--- src/hw/rtl/gsfp_pkg.sv ---
// ----------------------------------------------------------------------------
// Gas sensor frame parser package
// Frame constants and the result struct shared by the parser modules.
// ----------------------------------------------------------------------------
package gsfp_pkg;

  localparam logic [7:0] HdrFirst   = 8'h2C;
  localparam logic [7:0] HdrSecond  = 8'hE4;
  localparam int         FrameLen   = 9;
  localparam int         NumPayload = 6;
  localparam int         PosW       = 4;
  localparam int         IdxW       = $clog2(NumPayload);

  typedef logic [PosW-1:0] pos_t;

  typedef struct packed {
    logic        valid;
    logic [15:0] tvoc;
    logic [15:0] ch2o;
    logic [15:0] eco2;
    logic        good;
  } frame_result_t;

endpackage

--- src/hw/rtl/gsfp_frame_tracker.sv ---
// ----------------------------------------------------------------------------
// Gas sensor frame tracker
// Tracks the byte position, running checksum and data bytes of a frame and
// flags a result on the checksum byte.
// ----------------------------------------------------------------------------
module gsfp_frame_tracker (
  input  logic                   clk_i,
  input  logic                   rst_ni,
  input  logic                   byte_valid_i,
  input  logic [7:0]             byte_i,
  output gsfp_pkg::frame_result_t result_o
);
  import gsfp_pkg::*;

  localparam pos_t PosFirst  = pos_t'(0);
  localparam pos_t PosSecond = pos_t'(1);
  localparam pos_t PosCheck  = pos_t'(FrameLen - 1);

  pos_t            pos_q, pos_d;
  logic [7:0]      sum_q, sum_d;
  logic [7:0]      data_q [NumPayload];
  logic            data_we;
  logic [IdxW-1:0] data_idx;
  logic [PosW-1:0] idx_full;

  assign idx_full = pos_q - pos_t'(2);
  assign data_idx = idx_full[IdxW-1:0];

  always_comb begin
    pos_d    = pos_q;
    sum_d    = sum_q;
    data_we  = 1'b0;
    result_o = '0;
    result_o.tvoc = {data_q[0], data_q[1]};
    result_o.ch2o = {data_q[2], data_q[3]};
    result_o.eco2 = {data_q[4], data_q[5]};
    result_o.good = (sum_q == byte_i);
    if (byte_valid_i) begin
      priority if (pos_q == PosFirst) begin
        if (byte_i == HdrFirst) begin
          sum_d = byte_i;
          pos_d = PosSecond;
        end else begin
          pos_d = PosFirst;
        end
      end else if (pos_q == PosSecond) begin
        if (byte_i == HdrSecond) begin
          sum_d = sum_q + byte_i;
          pos_d = pos_t'(2);
        end else begin
          pos_d = PosFirst;
        end
      end else if (pos_q < PosCheck) begin
        data_we = 1'b1;
        sum_d   = sum_q + byte_i;
        pos_d   = pos_q + pos_t'(1);
      end else if (pos_q == PosCheck) begin
        result_o.valid = 1'b1;
        sum_d          = '0;
        pos_d          = PosFirst;
      end else begin
        // unreachable position: drop back to header hunt
        pos_d = PosFirst;
      end
    end
  end

  always_ff @(posedge clk_i or negedge rst_ni) begin
    if (!rst_ni) begin
      pos_q <= PosFirst;
      sum_q <= '0;
    end else begin
      pos_q <= pos_d;
      sum_q <= sum_d;
    end
  end

  always_ff @(posedge clk_i) begin
    if (data_we) begin
      data_q[data_idx] <= byte_i;
    end
  end

endmodule

--- src/hw/rtl/gas_sensor_frame_parser.sv ---
// ----------------------------------------------------------------------------
// Gas sensor frame parser
// Hunts a serial byte stream for nine-byte sensor frames and reports the
// three readings with a checksum flag.
// ----------------------------------------------------------------------------
// Takes one received byte per cycle while in_ready_o is high. A frame is 0x2C 0xE4, TVOC, CH2O and
// eCO2 as big-endian 16-bit words, then a byte that must equal the modulo-256
// sum of the first eight. The checksum byte produces one result on the next
// cycle from the output register, good or not; every other byte produces
// none. A wrong header byte restarts the hunt and is not retried as a header
// start. in_ready_o stays high except while a result waits in the output
// register with out_ready_i low, so the sustained rate is one byte per cycle.
// ----------------------------------------------------------------------------
module gas_sensor_frame_parser (
  input  logic        clk_i,
  input  logic        rst_ni,
  input  logic        in_valid_i,
  output logic        in_ready_o,
  input  logic [7:0]  rx_byte_i,
  output logic        out_valid_o,
  input  logic        out_ready_i,
  output logic [15:0] tvoc_value_o,
  output logic [15:0] formaldehyde_value_o,
  output logic [15:0] co2_equivalent_value_o,
  output logic        frame_good_o
);
  import gsfp_pkg::*;

  logic          in_accept;
  frame_result_t result;
  logic          out_valid_q, out_valid_d;
  logic [15:0]   tvoc_q, ch2o_q, eco2_q;
  logic          good_q;

  assign in_ready_o = !out_valid_q || out_ready_i;
  assign in_accept  = in_valid_i && in_ready_o;

  gsfp_frame_tracker u_tracker (
    .clk_i        (clk_i),
    .rst_ni       (rst_ni),
    .byte_valid_i (in_accept),
    .byte_i       (rx_byte_i),
    .result_o     (result)
  );

  always_comb begin
    out_valid_d = out_valid_q;
    if (result.valid) begin
      out_valid_d = 1'b1;
    end else if (out_ready_i) begin
      out_valid_d = 1'b0;
    end
  end

  always_ff @(posedge clk_i or negedge rst_ni) begin
    if (!rst_ni) begin
      out_valid_q <= 1'b0;
    end else begin
      out_valid_q <= out_valid_d;
    end
  end

  // load the result register only when a frame completes
  always_ff @(posedge clk_i) begin
    if (result.valid) begin
      tvoc_q <= result.tvoc;
      ch2o_q <= result.ch2o;
      eco2_q <= result.eco2;
      good_q <= result.good;
    end
  end

  assign out_valid_o           = out_valid_q;
  assign tvoc_value_o          = tvoc_q;
  assign formaldehyde_value_o  = ch2o_q;
  assign co2_equivalent_value_o = eco2_q;
  assign frame_good_o          = good_q;

endmodule

--- config.mk ---
export PLATFORM = sky130hd
export DESIGN_NAME = gas_sensor_frame_parser
export DESIGN_NICKNAME = d
export VERILOG_FILES = /design/src/hw/rtl/gsfp_pkg.sv /design/src/hw/rtl/gsfp_frame_tracker.sv /design/src/hw/rtl/gas_sensor_frame_parser.sv
export SDC_FILE = /design/constraint.sdc
export NUM_CORES = 1
export LEC_CHECK = 0
export ABC_AREA = 0
export BUFFER_PORTS_ARGS = -buffer_cell sky130_fd_sc_hd__buf_4
export CAP_MARGIN = 20
export CELL_PAD_IN_SITES_DETAIL_PLACEMENT = 0
export CELL_PAD_IN_SITES_GLOBAL_PLACEMENT = 1
export CORE_AREA = 2 2 101 103
export DETAILED_ROUTE_END_ITERATION = 12
export DIE_AREA = 0 0 103 105
export GPL_ROUTABILITY_DRIVEN = 0
export PLACE_DENSITY = 0.82
export SLEW_MARGIN = 0
export SYNTH_ARGS = -nofsm -noshare
export SYNTH_HDL_FRONTEND = slang
export SYNTH_SLANG_ARGS = --single-unit
--- constraint.sdc ---
create_clock -name clk_i -period 2.85 [get_ports clk_i]
set_clock_uncertainty 0.2 [all_clocks]
set_input_delay 0.4275 -clock clk_i [delete_from_list [all_inputs] [get_ports clk_i]]
set_output_delay 0.4275 -clock clk_i [all_outputs]
set_load 0.05 [all_outputs]
Word level (Yosys, flattened, before mapping)
Memory sizes are Yosys's and may differ from the RTL's. A register that Yosys moved wholly into a read port is not among the register bits.
Cells that the tools add are included.
- magnitude comparators: 1
- mux-type cells: 24
- add/sub/neg operators: 3
- reductions and logical operators: 7
- equality and inequality tests: 7
- operators with widths (kind ; count):
    $mux 8 ; 6
    $mux 1 ; 14
    $mux 4 ; 3
    $add 8x8->8 ; 1
    $eq 8x6->1 const B ; 1
    $eq 8x8->1 ; 1
    $eq 8x8->1 const B ; 1
    $add 4x1->4 const B ; 1
    $eq 4x1->1 const B ; 1
    $eq 4x4->1 const B ; 1
    $logic_not 4->1 ; 1
    $lt 4x4->1 const B ; 1
    $reduce_and 4->1 ; 1
    $reduce_bool 4->1 ; 1
    $ne 3x2->1 const B ; 1
    $sub 3x2->3 const B ; 1
    $mux 2 ; 1
    $ne 2x2->1 const B ; 1
    $reduce_bool 2->1 ; 1
    $logic_and 1x1->1 ; 1
    $logic_not 1->1 ; 1
    $logic_or 1x1->1 ; 1
- bits in writable memories: 48
- memories kept: 1
- register bits: 14
- memories (memory ; depth ; bits a word ; rd ports ; clocked after Yosys merged registers in ; write ports ; line ; text):
    u_tracker.data_q ; 6 ; 8 ; 6 ; 6 ; 1 ; gsfp_frame_tracker.sv:21 ; logic [7:0] data_q [NumPayload];

Depth between registers and ports, before layout
- word-level depth: 7
- depth in mapped cells: 8

Cells and area by module
Synthesis repeated with hierarchy kept, for this count alone.
- cells, all modules: 226
- area, all modules: 4052.6 µm²
- modules (own cells, without submodules) (module ; cells each ; sequential area each (µm²) ; times used ; area each (µm²)):
    gsfp_frame_tracker ; 173 ; 1741.7 ; 1 ; 2527.4
    gas_sensor_frame_parser ; 53 ; 1496.4 ; 1 ; 1525.2

Worst setup path after synthesis
OpenSTA, ideal clock, no wires.
- kind: register to register
- from: reg out_valid_q, in the netlist out_valid_o
- to: reg eco2_q[0], in the netlist co2_equivalent_value_o[0], read port of u_tracker.data_q, enable pin
- data required time: 2.238 ns
- path buffers: 0
- cell stages (with the launch flop): 5
- clock period less this slack: 3.219 ns
- data arrival time: 2.607 ns
- path slack: -0.369 ns
- cells stage by stage: dfrtp_1 -> nor2b_1 -> inv_1 -> and3_1 -> and2_1
- longest elaborated chain between the ends: 4
- RTL lines (what ; line ; text):
    from (decl) ; gas_sensor_frame_parser.sv:31 ; logic out_valid_q, out_valid_d;
    from (signal assigned) ; gas_sensor_frame_parser.sv:59 ; out_valid_q <= out_valid_d;
    $logic_not 1->1 ; gas_sensor_frame_parser.sv:35 ; assign in_ready_o = !out_valid_q || out_ready_i;
    $logic_or 1x1->1 ; gas_sensor_frame_parser.sv:35 ;
    net in_ready_o ; gas_sensor_frame_parser.sv:18 ; output logic in_ready_o,
    $logic_and 1x1->1 ; gas_sensor_frame_parser.sv:36 ; assign in_accept = in_valid_i && in_ready_o;
    $mux 1 ; gsfp_frame_tracker.sv:38 ; if (byte_valid_i) begin
    to (decl) ; gas_sensor_frame_parser.sv:32 ; logic [15:0] tvoc_q, ch2o_q, eco2_q;
The timed path passes the listed nets, and every way through them passes these cells.
A chain may end at the register's enable or synchronous reset.

Worst setup path after layout
- from: reg u_tracker.pos_q[0]
- to: reg tvoc_q[7], in the netlist tvoc_value_o[7], read port of u_tracker.data_q, enable pin
- longest elaborated chain between the ends: 6
- elaborated cells between the ends (all ways): 9
- classes of those cells: 1 x order compare; 2 x eq/ne; 5 x mux; 1 x reduce/logical
- RTL lines (what ; line ; text):
    from (decl) ; gsfp_frame_tracker.sv:19 ; pos_t pos_q, pos_d;
    from (signal assigned) ; gsfp_frame_tracker.sv:70 ; pos_q <= PosFirst;
    from (signal assigned) ; gsfp_frame_tracker.sv:73 ; pos_q <= pos_d;
    parallel branches: the longest is 4 deep, another holds $lt 4x4->1 ; n/a ;
    $mux 1 * ; gsfp_frame_tracker.sv:39 ; priority if (pos_q == PosFirst) begin
    $mux 1 * ; gsfp_frame_tracker.sv:38 ;
    to (decl) ; gas_sensor_frame_parser.sv:32 ;
Every way passes the cells marked *.

==> results.json <==
{
  "status": "finished clean",
  "avgSynthCellArea_um2": 17.8,
  "path_max_fanout": 44,
  "grt_pass1_wl_mm": 10.3,
  "rr_endpoint": "tvoc_value_o[7]",
  "setup_tns_ns": 0,
  "drt_first_pass_iters": 4,
  "cp_cell_sequence": "inv_1 -> ha_1 -> nor2b_1 -> and3_1 -> and2_2 -> buf_12",
  "antenna_found_initial": 0,
  "area_growth_pct": 22.4,
  "finalCriticalPeriod_ns": 2.37,
  "wl_per_cell_um": 15.1,
  "via_per_inst": 4.76,
  "clkSinkCount": 110,
  "nets": 326,
  "cpPeakStageDelay_ns": 0.47,
  "cts_tree": "built",
  "holdWs_ns": 0.134,
  "timing.rr.start": "u_tracker.pos_q[0]",
  "drcViolationCount": 0,
  "layout_setup_ws_ns": 0.483,
  "yosys-top-cells-count": "edfxtp_1, nand2_1, dfrtp_1",
  "multi_input_area_um2": 719,
  "portBuffers": 62,
  "postCtsSetupRepairBufs": 0,
  "rsz0062_at_grt": "false",
  "setup_viol": 0,
  "ys_types": 37,
  "slew_viol_final": 0,
  "grt_pass1_vias": 1996,
  "end_kind": "flop",
  "die_y_um": 105,
  "synthFlopType": "edfxtp_1",
  "min_path_type": "primary input to flop",
  "ir_worst_vdd_uv": 355,
  "diodes": 0,
  "pin_count": 63,
  "synth.most_common_cell": "edfxtp_1",
  "yosys.area.top_type": "edfxtp_1",
  "clock_path_buffers": 2,
  "fillers": 822,
  "ys_ff_latch": 110,
  "worst_slew_pin_slew_ns": 0.646,
  "finalWirelength_mm": 6.65,
  "finalHoldViolations": 0,
  "async_flop_share_pct": 11.8,
  "period_share_pct": 83.1,
  "path_buf_inv": 2,
  "p_per_area_nw_per_um2": 748,
  "synth_area_leaders": "edfxtp_1, dfrtp_1, ha_1, nand2_1, nor2_1",
  "reg2reg_depth": 6,
  "worstSkewPairLatency_ns": 0.36,
  "p_leak_uw": 0.00180,
  "ant_nets": 0,
  "cts_max_level": 3,
  "place_area_um2": 4680,
  "synth_edf_count": 97,
  "start_kind": "flop",
  "cp-startpoint": "u_tracker.pos_q[0]",
  "cp_data_required_time_ns": 2.70,
  "fp-row-count": 36,
  "worst-path-stages": 6,
  "slowest_stage": "dfrtp_1",
  "synth_warnings": 0,
  "dp_slack_ns": 0.505,
  "cts_made_buffers": 9,
  "place_hpwl_mm": 4.51,
  "vias": 2101,
  "r2r_slack_ns": 0.48,
  "initial_core_util_pct": 41.4,
  "core-area_um2": 9640,
  "netlist_instances": 224,
  "path_delay_family": "simple AND/OR/NAND/NOR gates",
  "slew_headroom_pct": 56.7,
  "max_freq_mhz": 422,
  "die_area_um2": 10800,
  "drive_gt1_share_pct": 29.9,
  "die_w_um": 103,
  "cts.clk_slew.worst_paths_ns": 0.10,
  "worstSetupPathType": "flop to flop",
  "track_usage_pct": 12.6,
  "design_area_um2": 4880,
  "ctsRootBufferMaster": "clkbuf_8",
  "grt_max_degree": 45,
  "cp-endpoint": "tvoc_value_o[7]",
  "cap_violations": 0,
  "grt_overflow_total": 0,
  "syn_area_um2": 3990,
  "syn-num-nets": 247,
  "synth.top_cell.area_share_pct": 73.0,
  "drtIter0Drc": 145,
  "cp.arrival_ns": 2.22,
  "seq_area_um2": 3240,
  "ys_seq_area_share_pct": 81.2
}
==> worst register-to-register path: cells and delay by family (launching register included) <==
family	cells	cell delay, ns
adder cells (fa/ha/maj)	1	0.17
buffers and inverters	2	0.40
flip-flops	1	0.47
AND/OR/NAND/NOR	3	0.82
==> timing repair <==
item / in CTS / in global routing
endpoints found under the hold margin: 13 / 0
resized for setup: 0 / 0
hold buffers: 1 / 0
==> metal layers <==
layer	up-vias	global-route usage [%]	part of all wire, %
met3	5	2.81	5.2
met4	0	4.42	1.2
met1	1012	17.1	45
li1	1008	-	-
met2	76	20.0	49
met5	-	0	0
==> state kept, by name (all words and copies together) (netlist names) <==
register and flops:
frame_good_o 1, formaldehyde_value_o 16, co2_equivalent_value_o 16, tvoc_value_o 16, out_valid_o 1, u_tracker.sum_q 8, u_tracker.data_q 48, u_tracker.pos_q 4
==> worst min path at each step <==
stage	startpoint	endpoint	slack (ns)	depth (start not counted)
after CTS	rx_byte_i[6]	u_tracker.data_q[4][6]	0.13	1
after global routing	rx_byte_i[6]	u_tracker.data_q[2][6]	0.12	1
after global placement	rst_ni	u_tracker.sum_q[0]	0.09	1
after floorplan	rst_ni	out_valid_o	-0.07	0
after detailed placement	rst_ni	u_tracker.sum_q[1]	0.09	1
final	rx_byte_i[6]	u_tracker.data_q[2][6]	0.13	1
==> report_power, final <==
group	switching [uW]	leakage, uW	internal, uW
clock	532	0.0000969	340
sequential	84.0	0.00104	1870
combinational	477	0.000661	354
==> kinds of logic (layout without fill, tap and decap cells) <==
kind of cell	after synthesis	after routing	synth area share, %
buffers and inverters	9	93	0.847
adder cells (fa/ha/maj)	11	11	3.64
flip-flops	110	110	81.2
AND/OR/NAND/NOR	52	52	6.65
multiplexers	3	3	0.784
XOR/XNOR	7	7	1.54
AO/OA/AOI/OAI	32	32	5.39
==> metrics by stage <==
stage | util (%) | power (uW) | std cells
floorplan | - | 2590 | 224
global placement | 48.6 | 2800 | 424
detailed placement | 48.6 | 2810 | 424
CTS | 50.7 | 3670 | 441
global route | 50.7 | 3850 | 441
finish | 50.7 | 3650 | 441
==> cell usage in the layout (no fill, tap or decap), types with 2 or more instances in the layout <==
master | synthesis | final
edfxtp_1 | 97 | 97
buf_4 | 0 | 69
nand2_1 | 18 | 18
dfrtp_1 | 13 | 13
nor2_1 | 12 | 12
ha_1 | 10 | 10
clkbuf_8 | 0 | 9
o21ai_0 | 8 | 8
a21oi_1 | 7 | 7
inv_1 | 6 | 6
xnor2_1 | 5 | 5
nor2b_1 | 3 | 3
nor3_1 | 3 | 3
nor4_1 | 3 | 3
a22o_1 | 3 | 3
a21o_1 | 3 | 3
nand3_1 | 3 | 3
o31ai_1 | 3 | 3
inv_6 | 0 | 3
nand3b_1 | 2 | 2
o21bai_1 | 2 | 2
xor2_1 | 2 | 2
mux2i_1 | 2 | 2
==> area by class of cell <==
| class | instances | area share (%) |
|---|---|---|
| clock buffer | 9 | 2.54 |
| clock inverter | 7 | 1.36 |
| inverter | 6 | 0.461 |
| multi-input combinational | 105 | 14.7 |
| sequential | 110 | 66.3 |
| tap | 133 | 3.41 |
| timing repair buffer | 71 | 11.2 |
(Power assumes the default switching activity.)
